--- config.mk ---
export PLATFORM = sky130hd
export DESIGN_NAME = savgol_smoothing_filter
export DESIGN_NICKNAME = d
export VERILOG_FILES = /design/src/hw/rtl/sgsf_pkg.sv /design/src/hw/rtl/savgol_smoothing_filter.sv /design/src/hw/rtl/sgsf_front.sv /design/src/hw/rtl/sgsf_cell.sv /design/src/hw/rtl/sgsf_out.sv
export VERILOG_INCLUDE_DIRS = /design/src /design/src/hw/rtl
export SDC_FILE = /design/constraint.sdc
export NUM_CORES = 2
export LEC_CHECK = 0
export ABC_AREA = 1
export BUFFER_PORTS_ARGS = -buffer_cell sky130_fd_sc_hd__buf_2
export CAP_MARGIN = 40
export CORE_ASPECT_RATIO = 1.4
export CORE_MARGIN = 2
export CORE_UTILIZATION = 60
export DETAILED_ROUTE_END_ITERATION = 7
export PLACE_DENSITY_LB_ADDON = 0.1
export SYNTH_ARGS = -nofsm -noshare
export SYNTH_HDL_FRONTEND = slang
export SYNTH_SLANG_ARGS = --single-unit
--- constraint.sdc ---
create_clock -name clk -period 14.62 [get_ports clk]
set_clock_uncertainty 0.05 [all_clocks]
set_input_delay 1.462 -clock clk [delete_from_list [all_inputs] [get_ports clk]]
set_output_delay 1.462 -clock clk [all_outputs]
set_load 0.005 [all_outputs]
--- src/hw/rtl/savgol_smoothing_filter_defines.svh ---
// Assertion macros for the savitzky-golay smoothing filter.
// Used by the top level; the including module must have clk and rst_n.
`ifndef SAVGOL_SMOOTHING_FILTER_DEFINES_SVH
`define SAVGOL_SMOOTHING_FILTER_DEFINES_SVH

// consequent must hold in the same cycle as the antecedent
`define SGSF_ASSERT_NOW(lbl, ante, cons, msg) \
  lbl: assert property (@(posedge clk) disable iff (!rst_n) (ante) |-> (cons)) \
    else $error(msg);

// consequent must hold in the cycle after the antecedent
`define SGSF_ASSERT_NEXT(lbl, ante, cons, msg) \
  lbl: assert property (@(posedge clk) disable iff (!rst_n) (ante) |=> (cons)) \
    else $error(msg);

`endif

--- src/hw/rtl/sgsf_pkg.sv ---
// Shared types, constants and coefficient lookup for the smoothing filter.
// No dependencies; imported by every module of the block.
`timescale 1ns / 1ps

package sgsf_pkg;

  // geometry
  localparam int WINDOW     = 5;
  localparam int HIST_DEPTH = WINDOW - 1;
  localparam int SAMPLE_W   = 16;
  localparam int COEF_W     = 17;
  localparam int OUT_W      = 33;
  localparam int PROD_W     = SAMPLE_W + COEF_W;
  localparam int ACC_W      = (SAMPLE_W + COEF_W + 2 > OUT_W + 1) ?
                              (SAMPLE_W + COEF_W + 2) : (OUT_W + 1);
  localparam int TAP_W      = $clog2(WINDOW);
  localparam int MODE_W     = 2;
  localparam int SEEN_W     = 2;

  // derivative mode codes
  localparam logic [MODE_W-1:0] MODE_SMOOTH = 2'd0;
  localparam logic [MODE_W-1:0] MODE_DERIV1 = 2'd1;
  localparam logic [MODE_W-1:0] MODE_DERIV2 = 2'd2;

  // frame position codes
  localparam logic [SEEN_W-1:0] SEEN_NONE   = 2'd0;
  localparam logic [SEEN_W-1:0] SEEN_THIRD  = 2'd2;
  localparam logic [SEEN_W-1:0] SEEN_STEADY = 2'd3;

  typedef logic signed [SAMPLE_W-1:0] sample_t;
  typedef logic signed [COEF_W-1:0]   coef_t;
  typedef logic [WINDOW-1:0][SAMPLE_W-1:0]     win_t;
  typedef logic [HIST_DEPTH-1:0][SAMPLE_W-1:0] hist_t;

  // input and result beats
  typedef struct packed {
    sample_t sample;
    logic    frame_end;
  } in_beat_t;

  typedef struct packed {
    logic signed [OUT_W-1:0] filtered;
    logic                    result_last;
    logic                    short_frame;
  } out_beat_t;

  // beat travelling down the cell chain
  typedef struct packed {
    win_t                    win;
    logic signed [ACC_W-1:0] acc;
    logic                    last;
    logic                    short_flag;
  } cell_beat_t;

  // front end status
  typedef struct packed {
    logic              flushing;
    logic [SEEN_W-1:0] seen;
  } front_stat_t;

  typedef enum logic [1:0] {
    FS_RUN,
    FS_FLUSH_A,
    FS_FLUSH_B
  } flush_state_t;

  // coefficient rows, exact fractions rounded to 2^-16
  localparam coef_t SMOOTH_C [WINDOW] = '{coef_t'(-5617), coef_t'(22469),
    coef_t'(31832), coef_t'(22469), coef_t'(-5617)};
  localparam coef_t DERIV1_C [WINDOW] = '{coef_t'(-13107), coef_t'(-6554),
    coef_t'(0), coef_t'(6554), coef_t'(13107)};
  localparam coef_t DERIV2_C [WINDOW] = '{coef_t'(18725), coef_t'(-9362),
    coef_t'(-18725), coef_t'(-9362), coef_t'(18725)};

  function automatic coef_t coef_of(input logic [MODE_W-1:0] mode,
                                    input logic [TAP_W-1:0]  tap);
    coef_t c;
    c = '0;
    unique case (mode)
      MODE_SMOOTH: c = SMOOTH_C[tap];
      MODE_DERIV1: c = DERIV1_C[tap];
      MODE_DERIV2: c = DERIV2_C[tap];
      default:     c = '0;
    endcase
    return c;
  endfunction

endpackage

--- src/hw/rtl/savgol_smoothing_filter.sv ---
// channel  direction  handshake           payload
// in_      input      in_valid/in_stall   in_beat_t  (sample, frame_end)
// out_     output     out_valid/out_stall out_beat_t (filtered, result_last, short_frame)
// cfg_     input      cfg_valid/cfg_ready derivative mode, 2 bits
//
// Takes one sample a cycle while in_stall is low; a frame-closing sample with a
// full window holds in_stall while the front end flushes the frame end.
// The data path is five tap cells, then the output register.
// rst_n is synchronous: clears valids, history, frame position and mode.
// out_stall backs up through the cell chain one stage at a time; empty stages
// still take beats, so outside a flush input stalls only when the whole chain is full.
//
// Top level of the five-point savitzky-golay filter.
// Depends on sgsf_pkg, sgsf_front, sgsf_cell, sgsf_out and the defines header.
`timescale 1ns / 1ps
`include "savgol_smoothing_filter_defines.svh"

module savgol_smoothing_filter import sgsf_pkg::*; (
  input  logic              clk,
  input  logic              rst_n,
  input  logic              in_valid,
  input  in_beat_t          in_data,
  output logic              in_stall,
  output logic              out_valid,
  output out_beat_t         out_data,
  input  logic              out_stall,
  input  logic              cfg_valid,
  output logic              cfg_ready,
  input  logic [MODE_W-1:0] cfg_derivative_mode
);

  logic [MODE_W-1:0] mode_r, mode_nxt;
  logic              cv [WINDOW+1];
  logic              cr [WINDOW+1];
  cell_beat_t        cb [WINDOW+1];
  front_stat_t       front_st;

  // configuration register
  assign cfg_ready = 1'b1;

  always_comb begin
    mode_nxt = mode_r;
    if (cfg_valid && cfg_ready) begin
      mode_nxt = cfg_derivative_mode;
    end
  end

  always_ff @(posedge clk) begin
    if (!rst_n) begin
      mode_r <= MODE_SMOOTH;
    end else begin
      mode_r <= mode_nxt;
    end
  end

  // history and flush
  sgsf_front u_front (
    .clk      (clk),
    .rst_n    (rst_n),
    .in_valid (in_valid),
    .in_data  (in_data),
    .in_stall (in_stall),
    .dn_valid (cv[0]),
    .dn_beat  (cb[0]),
    .dn_ready (cr[0]),
    .stat     (front_st)
  );

  // tap chain
  for (genvar k = 0; k < WINDOW; k++) begin : g_cell
    sgsf_cell u_cell (
      .clk      (clk),
      .rst_n    (rst_n),
      .coef     (coef_of(mode_r, TAP_W'(k))),
      .up_valid (cv[k]),
      .up_beat  (cb[k]),
      .up_ready (cr[k]),
      .dn_valid (cv[k+1]),
      .dn_beat  (cb[k+1]),
      .dn_ready (cr[k+1])
    );
  end

  // result register
  sgsf_out u_out (
    .clk       (clk),
    .rst_n     (rst_n),
    .up_valid  (cv[WINDOW]),
    .up_beat   (cb[WINDOW]),
    .up_ready  (cr[WINDOW]),
    .out_valid (out_valid),
    .out_data  (out_data),
    .out_stall (out_stall)
  );

  // checks
  `SGSF_ASSERT_NOW(a_short_result, out_valid && out_data.short_frame,
    out_data.result_last && (out_data.filtered == '0), "short result not last or not zero")
  `SGSF_ASSERT_NEXT(a_flush_holds_input,
    in_valid && !in_stall && in_data.frame_end && front_st.seen[1],
    in_stall && front_st.flushing, "frame end flush did not hold input")
  `SGSF_ASSERT_NEXT(a_frame_close, in_valid && !in_stall && in_data.frame_end,
    front_st.seen == SEEN_NONE, "frame position not cleared at frame end")

endmodule

--- src/hw/rtl/sgsf_front.sv ---
// Front end: sample history, edge reflection and end-of-frame flush.
// Depends on sgsf_pkg; feeds the first multiply cell.
`timescale 1ns / 1ps

module sgsf_front import sgsf_pkg::*; (
  input  logic        clk,
  input  logic        rst_n,
  input  logic        in_valid,
  input  in_beat_t    in_data,
  output logic        in_stall,
  output logic        dn_valid,
  output cell_beat_t  dn_beat,
  input  logic        dn_ready,
  output front_stat_t stat
);

  flush_state_t      state_r, state_nxt;
  hist_t             hist_r, hist_nxt;
  logic [SEEN_W-1:0] seen_r, seen_nxt;
  win_t              fwin_r, fwin_nxt;
  win_t              run_win;
  logic              accept;

  assign in_stall      = (state_r != FS_RUN) || !dn_ready;
  assign accept        = in_valid && !in_stall;
  assign stat.flushing = (state_r != FS_RUN);
  assign stat.seen     = seen_r;

  // window for a sample in mid frame, reflected at the frame start
  always_comb begin
    if (seen_r == SEEN_THIRD) begin
      run_win[0] = in_data.sample;
      run_win[1] = hist_r[3];
      run_win[2] = hist_r[2];
      run_win[3] = hist_r[3];
      run_win[4] = in_data.sample;
    end else begin
      run_win[0] = hist_r[0];
      run_win[1] = hist_r[1];
      run_win[2] = hist_r[2];
      run_win[3] = hist_r[3];
      run_win[4] = in_data.sample;
    end
  end

  // next state, history update and beat to the cells
  always_comb begin
    state_nxt          = state_r;
    hist_nxt           = hist_r;
    seen_nxt           = seen_r;
    fwin_nxt           = fwin_r;
    dn_valid           = 1'b0;
    dn_beat.win        = run_win;
    dn_beat.acc        = '0;
    dn_beat.last       = 1'b0;
    dn_beat.short_flag = 1'b0;
    unique case (state_r)
      FS_RUN: begin
        dn_valid = in_valid && (seen_r[1] || in_data.frame_end);
        if (!seen_r[1]) begin
          // short frame result
          dn_beat.win        = '0;
          dn_beat.last       = 1'b1;
          dn_beat.short_flag = 1'b1;
        end
        if (accept) begin
          if (!seen_r[1]) begin
            if (in_data.frame_end) begin
              hist_nxt = '0;
              seen_nxt = SEEN_NONE;
            end else begin
              hist_nxt[0] = hist_r[1];
              hist_nxt[1] = hist_r[2];
              hist_nxt[2] = hist_r[3];
              hist_nxt[3] = in_data.sample;
              seen_nxt    = seen_r + 1'b1;
            end
          end else if (!in_data.frame_end) begin
            hist_nxt[0] = run_win[1];
            hist_nxt[1] = run_win[2];
            hist_nxt[2] = run_win[3];
            hist_nxt[3] = run_win[4];
            seen_nxt    = SEEN_STEADY;
          end else begin
            fwin_nxt  = run_win;
            hist_nxt  = '0;
            seen_nxt  = SEEN_NONE;
            state_nxt = FS_FLUSH_A;
          end
        end
      end
      FS_FLUSH_A: begin
        // reflected at the frame end, one sample short
        dn_valid       = 1'b1;
        dn_beat.win[0] = fwin_r[1];
        dn_beat.win[1] = fwin_r[2];
        dn_beat.win[2] = fwin_r[3];
        dn_beat.win[3] = fwin_r[4];
        dn_beat.win[4] = fwin_r[3];
        if (dn_ready) begin
          state_nxt = FS_FLUSH_B;
        end
      end
      FS_FLUSH_B: begin
        // final centre on the last sample
        dn_valid       = 1'b1;
        dn_beat.win[0] = fwin_r[2];
        dn_beat.win[1] = fwin_r[3];
        dn_beat.win[2] = fwin_r[4];
        dn_beat.win[3] = fwin_r[3];
        dn_beat.win[4] = fwin_r[2];
        dn_beat.last   = 1'b1;
        if (dn_ready) begin
          state_nxt = FS_RUN;
        end
      end
      default: begin
        state_nxt = FS_RUN;
      end
    endcase
  end

  // control and history registers
  always_ff @(posedge clk) begin
    if (!rst_n) begin
      state_r <= FS_RUN;
      hist_r  <= '0;
      seen_r  <= SEEN_NONE;
    end else begin
      state_r <= state_nxt;
      hist_r  <= hist_nxt;
      seen_r  <= seen_nxt;
    end
  end

  // saved window for the flush
  always_ff @(posedge clk) begin
    fwin_r <= fwin_nxt;
  end

endmodule

--- src/hw/rtl/sgsf_cell.sv ---
// One multiply-accumulate cell of the tap chain.
// Depends on sgsf_pkg; instantiated once per tap by the top level.
`timescale 1ns / 1ps

module sgsf_cell import sgsf_pkg::*; (
  input  logic       clk,
  input  logic       rst_n,
  input  coef_t      coef,
  input  logic       up_valid,
  input  cell_beat_t up_beat,
  output logic       up_ready,
  output logic       dn_valid,
  output cell_beat_t dn_beat,
  input  logic       dn_ready
);

  logic                     valid_r, valid_nxt;
  cell_beat_t               beat_r, beat_nxt;
  logic signed [PROD_W-1:0] prod;

  assign up_ready = !valid_r || dn_ready;
  assign dn_valid = valid_r;
  assign dn_beat  = beat_r;

  // use the head sample, pass the rest of the window on
  always_comb begin
    prod = $signed(up_beat.win[0]) * coef;
    beat_nxt = up_beat;
    for (int k = 0; k < WINDOW - 1; k++) begin
      beat_nxt.win[k] = up_beat.win[k+1];
    end
    beat_nxt.win[WINDOW-1] = '0;
    beat_nxt.acc = up_beat.acc + ACC_W'(prod);
  end

  always_comb begin
    valid_nxt = valid_r;
    if (up_ready) begin
      valid_nxt = up_valid;
    end
  end

  always_ff @(posedge clk) begin
    if (!rst_n) begin
      valid_r <= 1'b0;
    end else begin
      valid_r <= valid_nxt;
    end
  end

  always_ff @(posedge clk) begin
    if (up_valid && up_ready) begin
      beat_r <= beat_nxt;
    end
  end

endmodule

--- src/hw/rtl/sgsf_out.sv ---
// Output stage: saturation to the result width and the result register.
// Depends on sgsf_pkg; sits after the last tap cell.
`timescale 1ns / 1ps

module sgsf_out import sgsf_pkg::*; (
  input  logic       clk,
  input  logic       rst_n,
  input  logic       up_valid,
  input  cell_beat_t up_beat,
  output logic       up_ready,
  output logic       out_valid,
  output out_beat_t  out_data,
  input  logic       out_stall
);

  logic                    valid_r, valid_nxt;
  out_beat_t               data_r, data_nxt;
  logic [ACC_W-OUT_W:0]    top_bits;
  logic                    ovf;

  assign up_ready  = !valid_r || !out_stall;
  assign out_valid = valid_r;
  assign out_data  = data_r;

  // clamp to the signed result range
  always_comb begin
    top_bits = up_beat.acc[ACC_W-1:OUT_W-1];
    ovf      = !((&top_bits) || !(|top_bits));
    data_nxt.result_last = up_beat.last;
    data_nxt.short_frame = up_beat.short_flag;
    if (!ovf) begin
      data_nxt.filtered = up_beat.acc[OUT_W-1:0];
    end else if (up_beat.acc[ACC_W-1]) begin
      data_nxt.filtered = {1'b1, {(OUT_W-1){1'b0}}};
    end else begin
      data_nxt.filtered = {1'b0, {(OUT_W-1){1'b1}}};
    end
  end

  always_comb begin
    valid_nxt = valid_r;
    if (up_ready) begin
      valid_nxt = up_valid;
    end
  end

  always_ff @(posedge clk) begin
    if (!rst_n) begin
      valid_r <= 1'b0;
    end else begin
      valid_r <= valid_nxt;
    end
  end

  always_ff @(posedge clk) begin
    if (up_valid && up_ready) begin
      data_r <= data_nxt;
    end
  end

endmodule
Word-level counts from Yosys, hierarchy flattened --
Index checks and enable logic that the tools add are counted.
Storage, ports and cells: flip-flop bits (word level) 518, input port bits 24, output and inout port bits 38
Cells by class: add/sub/neg operators 5, multipliers 5, eq/ne operators 10, muxes and demuxes 25, reduce and logical (&&, ||, !) cells 36
Operators by type and width (count):
- $pmux 80 s3 | 1
- $pmux 17 s3 | 4
- $mux 64 | 3
- $mul 16x17->33 | 5
- $add 35x33->35 | 3
- $mux 80 | 1
- $mux 33 | 2
- $add 33x33->34 | 1
- $pmux 17 s2 | 1
- $mux 32 | 1
- $mux 2 | 9
- $logic_not 1->1 | 10
- $logic_or 1x1->1 | 9
- $logic_and 1x1->1 | 8
- $ne 2x1->1 const B | 4
- $eq 2x2->1 const B | 3
- $pmux 2 s3 | 1
- $reduce_and 5->1 | 1
- $eq 2x1->1 const B | 2
- $logic_not 2->1 | 2
- $pmux 1 s2 | 2
- $reduce_and 4->1 | 1
- $reduce_and 3->1 | 1
- $reduce_or 3->1 | 1
- other kinds (5) | 5

Depth between registers and ports, before layout --
word-level depth 13, gate-level depth with buffers 33

By module --
From an unflattened synthesis, not the netlist that was laid out.
Unflattened totals: cells, all modules 10184, area total of the unflattened synthesis 89369.5 um^2
Modules (own cells, without submodules):
- sgsf_cell (g_cell[1].u_cell ...) | instances 3, cells an instance 1829, area an instance 16067.9 um^2, seq. area each 3052.9 um^2
- sgsf_cell (g_cell[0].u_cell) | instances 1, cells an instance 1846, area an instance 16081.7 um^2, seq. area each 3052.9 um^2
- sgsf_cell (g_cell[4].u_cell) | instances 1, cells an instance 1817, area an instance 16017.9 um^2, seq. area each 3052.9 um^2
- sgsf_front | instances 1, cells an instance 890, area an instance 7394.6 um^2, seq. area each 3283.1 um^2
- sgsf_out | instances 1, cells an instance 114, area an instance 1468.9 um^2, seq. area each 1071.0 um^2
- savgol_smoothing_filter | instances 1, cells an instance 30, area an instance 202.7 um^2, seq. area each 40.0 um^2

Worst setup path after synthesis --
OpenSTA, ideal clock, no wires.
path type input port to flip-flop, from input port in_data[8] in the netlist's numbering, to register g_cell[0].u_cell.dn_beat[34] (netlist name), setup time 0.252 ns, arrival time 6.396 ns, path slack 7.922 ns, stages 25, buffers on the path 0, cell sequence inv_1 > nand2_1 > o21ai_0 > o21ai_0 > inv_1 > nor2_1 > fa_1 > fa_1 > inv_1 > fa_1 > inv_1 > fa_1 > inv_1 > fa_1 > inv_1 > fa_1 > ha_1 > nand2_1 > inv_1 > a21oi_1 > nand2_1 > a21oi_1 > nand2_1 > nand2_1 > nand2_1
RTL lines:
- start, declared | RTL line savgol_smoothing_filter.sv:22 | input in_beat_t in_data,

==> metrics.csv <==
metric,value,unit
outcome,finished clean,
first_pass_iters,6,
critPathTopFamily,adder cells,
synth_top_area_share,37.37,%
finalCritPeriodShare,58.32,%
critPathBufInv,6,
wl,201000,um
die_x,296.2,um
synthesis.area,71730,um2
max_clock_freq,0.1173,GHz
crit_path_end_kind,register,
dp_cells,9456,
vias,50170,
htree_num_levels,2,
cts_tree,yes,
nets,9917,
rsz0062_at_grt,no,
clk_pin_slew,0.07,ns
synth-async-reset-ratio,0,%
rows,150,
setup_tns,0,ns
synth_area_leaders,"fa_1 37%, edfxtp_1 18%, inv_1 13%",
synth_edf_count,441,
arrival,8.89,ns
root_buffer,clkbuf_16,
dp_worst_setup_slack,6.226,ns
antenna_found_initial,10,
grt_max_degree,88,
synth_cell_types,45,
yosysTopAreaCell,fa_1,
fin_util,63.93,%
grt_usage,34.46,%
crit_chain,"buf_4, ha_2, inv_1, o21ai_4, buf_4, nor2_1, fa_1, fa_1, fa_1, fa_1, fa_1, inv_1, fa_1, inv_1, ha_1, nand2_1, nor2_1, inv_1, nor2_1, nand4_1, nand4_1, nand2_1",
drc_errors,0,
port-buffer-count,60,
drive_above_1_share,3.077,%
n_fill_cell,10230,
cts_made_buffers,54,
ys_seq_area_share,20.58,%
clk_latency,0.66,ns
gp_congestion,0.9940,
ctsHoldBuffers,0,
synth_seq_cells,517,
post_drt_wl_per_cell,21.02,um
cap_violations,0,
hold_viol,0,
grt_pass1_vias,54900,
ant_nets,0,
via_per_inst,5.247,
finalSetupViolCount,0,
area.growth.synth_to_final,6.064,%
ys.flop_type,edfxtp_1,
synthCells,7868,
grt_pass1_wl,312400,um
crit_top_cell,fa_1,
criticalPathCategory,register to register,
critPathMaxFanout,63,
critical_path.startpoint_type,register,
cts_max_path_buffers,3,
required,14.99,ns
worstMarginPinSlew,0.9486,ns
detailed_place_hpwl,173400,um
cp_slowest_cell,ha_2,
synth_warnings,0,
initial_core_util,60.28,%
core,119000,um2
hold_path.class,register to register,
post_cts_resized,0,
seq_area,14770,um2
num_io_pins,62,
die_h,413.1,um
multi_input_area,47490,um2
final_cells,9561,
clock_sinks,517,
layout_commonest_cell,inv_1,
max_stage_delay,0.90,ns
synth_area_per_cell,9.116,um2
postCtsSetupRepairBufs,0,
final_cell_mix,"2401 x inv_1, 1458 x nand2_1, 1339 x fa_1",
slew_headroom,36.76,%
drt-initial-drc-count,2939,
fin_crit,8.526,ns
worst_slack,6.094,ns
slew_violations,0,
die_area,122400,um2
grt_overflow,0,
[logic make-up (layout without fill, tap and decap cells)]
kind of cell,Yosys count,after routing,synth area share (%)
buf+inv,2534,2624,13.33
simple gates,2186,2186,12.10
fa+ha+maj,1977,1977,48.50
compound gates,544,544,4.155
flops,517,517,20.58
xor+xnor,108,108,1.319
other cells,2,9,0.01047
[per-stage QoR]
step / cell area (um2) / hold slack (ns)
final: 76080 / 0.3411
after global routing: 76070 / 0.3484
after CTS: 76070 / 0.3325
after detailed placement: 74170 / 0.3545
after global placement: 73840 / 0.3514
after floorplan: 71740 / 0.3503
[final timing paths]
check        cells past startpoint                           end  slack (ns)                    startpoint
max                             22  g_cell[0].u_cell.dn_beat[25]        6.09                     mode_r[0]
min                              0  g_cell[2].u_cell.dn_beat[60]        0.34  g_cell[1].u_cell.dn_beat[76]
max reg2reg                     22  g_cell[0].u_cell.dn_beat[25]        6.09                     mode_r[0]
min reg2reg                      0  g_cell[2].u_cell.dn_beat[60]        0.34  g_cell[1].u_cell.dn_beat[76]
[final cells by class]
| type | instances | area share (%) |
|---|---|---|
| Clock inverter | 42 | 0.6332 |
| Tap cell | 1596 | 2.625 |
| Inverter | 2411 | 11.90 |
| Clock buffer | 60 | 1.858 |
| Antenna cell | 3 | 0.009868 |
| Multi-Input combinational cell | 4821 | 62.43 |
| Sequential cell | 517 | 19.41 |
| Timing Repair Buffer | 111 | 1.135 |
[routing by layer]
layer  GRT usage [%]  up-vias  wire length, um
met4           22.91       14            16550
met2           62.76     1479           105300
met1           37.59    24730            69930
met3           3.888      604             9087
met5               0        -               86
li1                -    23340                -
[synthesized netlist by cell type, drive strengths merged, types with 3 or more instances]
library cell and n:
a21boi 3, a21oi 185, and2 4, buf 54, clkbuf 69, clkinv 3
dfxtp 76, edfxtp 441, fa 1339, ha 638, inv 2408, nand2 1460
nand3 157, nand3b 15, nand4 44, nor2 469, nor3 27, o211ai 8
o21a 20, o21ai 231, o21bai 31, o22ai 64, or2 7, xnor2 23
xor2 85
[state kept, by name, indices dropped and copies added (netlist names), 2 cells and up]
name,count
g_cell.u_cell.dn_beat,342
u_front.hist_r,64
mode_r,2
g_cell.u_cell.dn_valid,5
u_front.seen_r,2
u_out.out_data,35
u_front.state_r,2
u_front.fwin_r,64
Power is left out: the tool's default activity adds up to more than one toggle a clock period on the data nets, which glitch-free logic cannot reach.
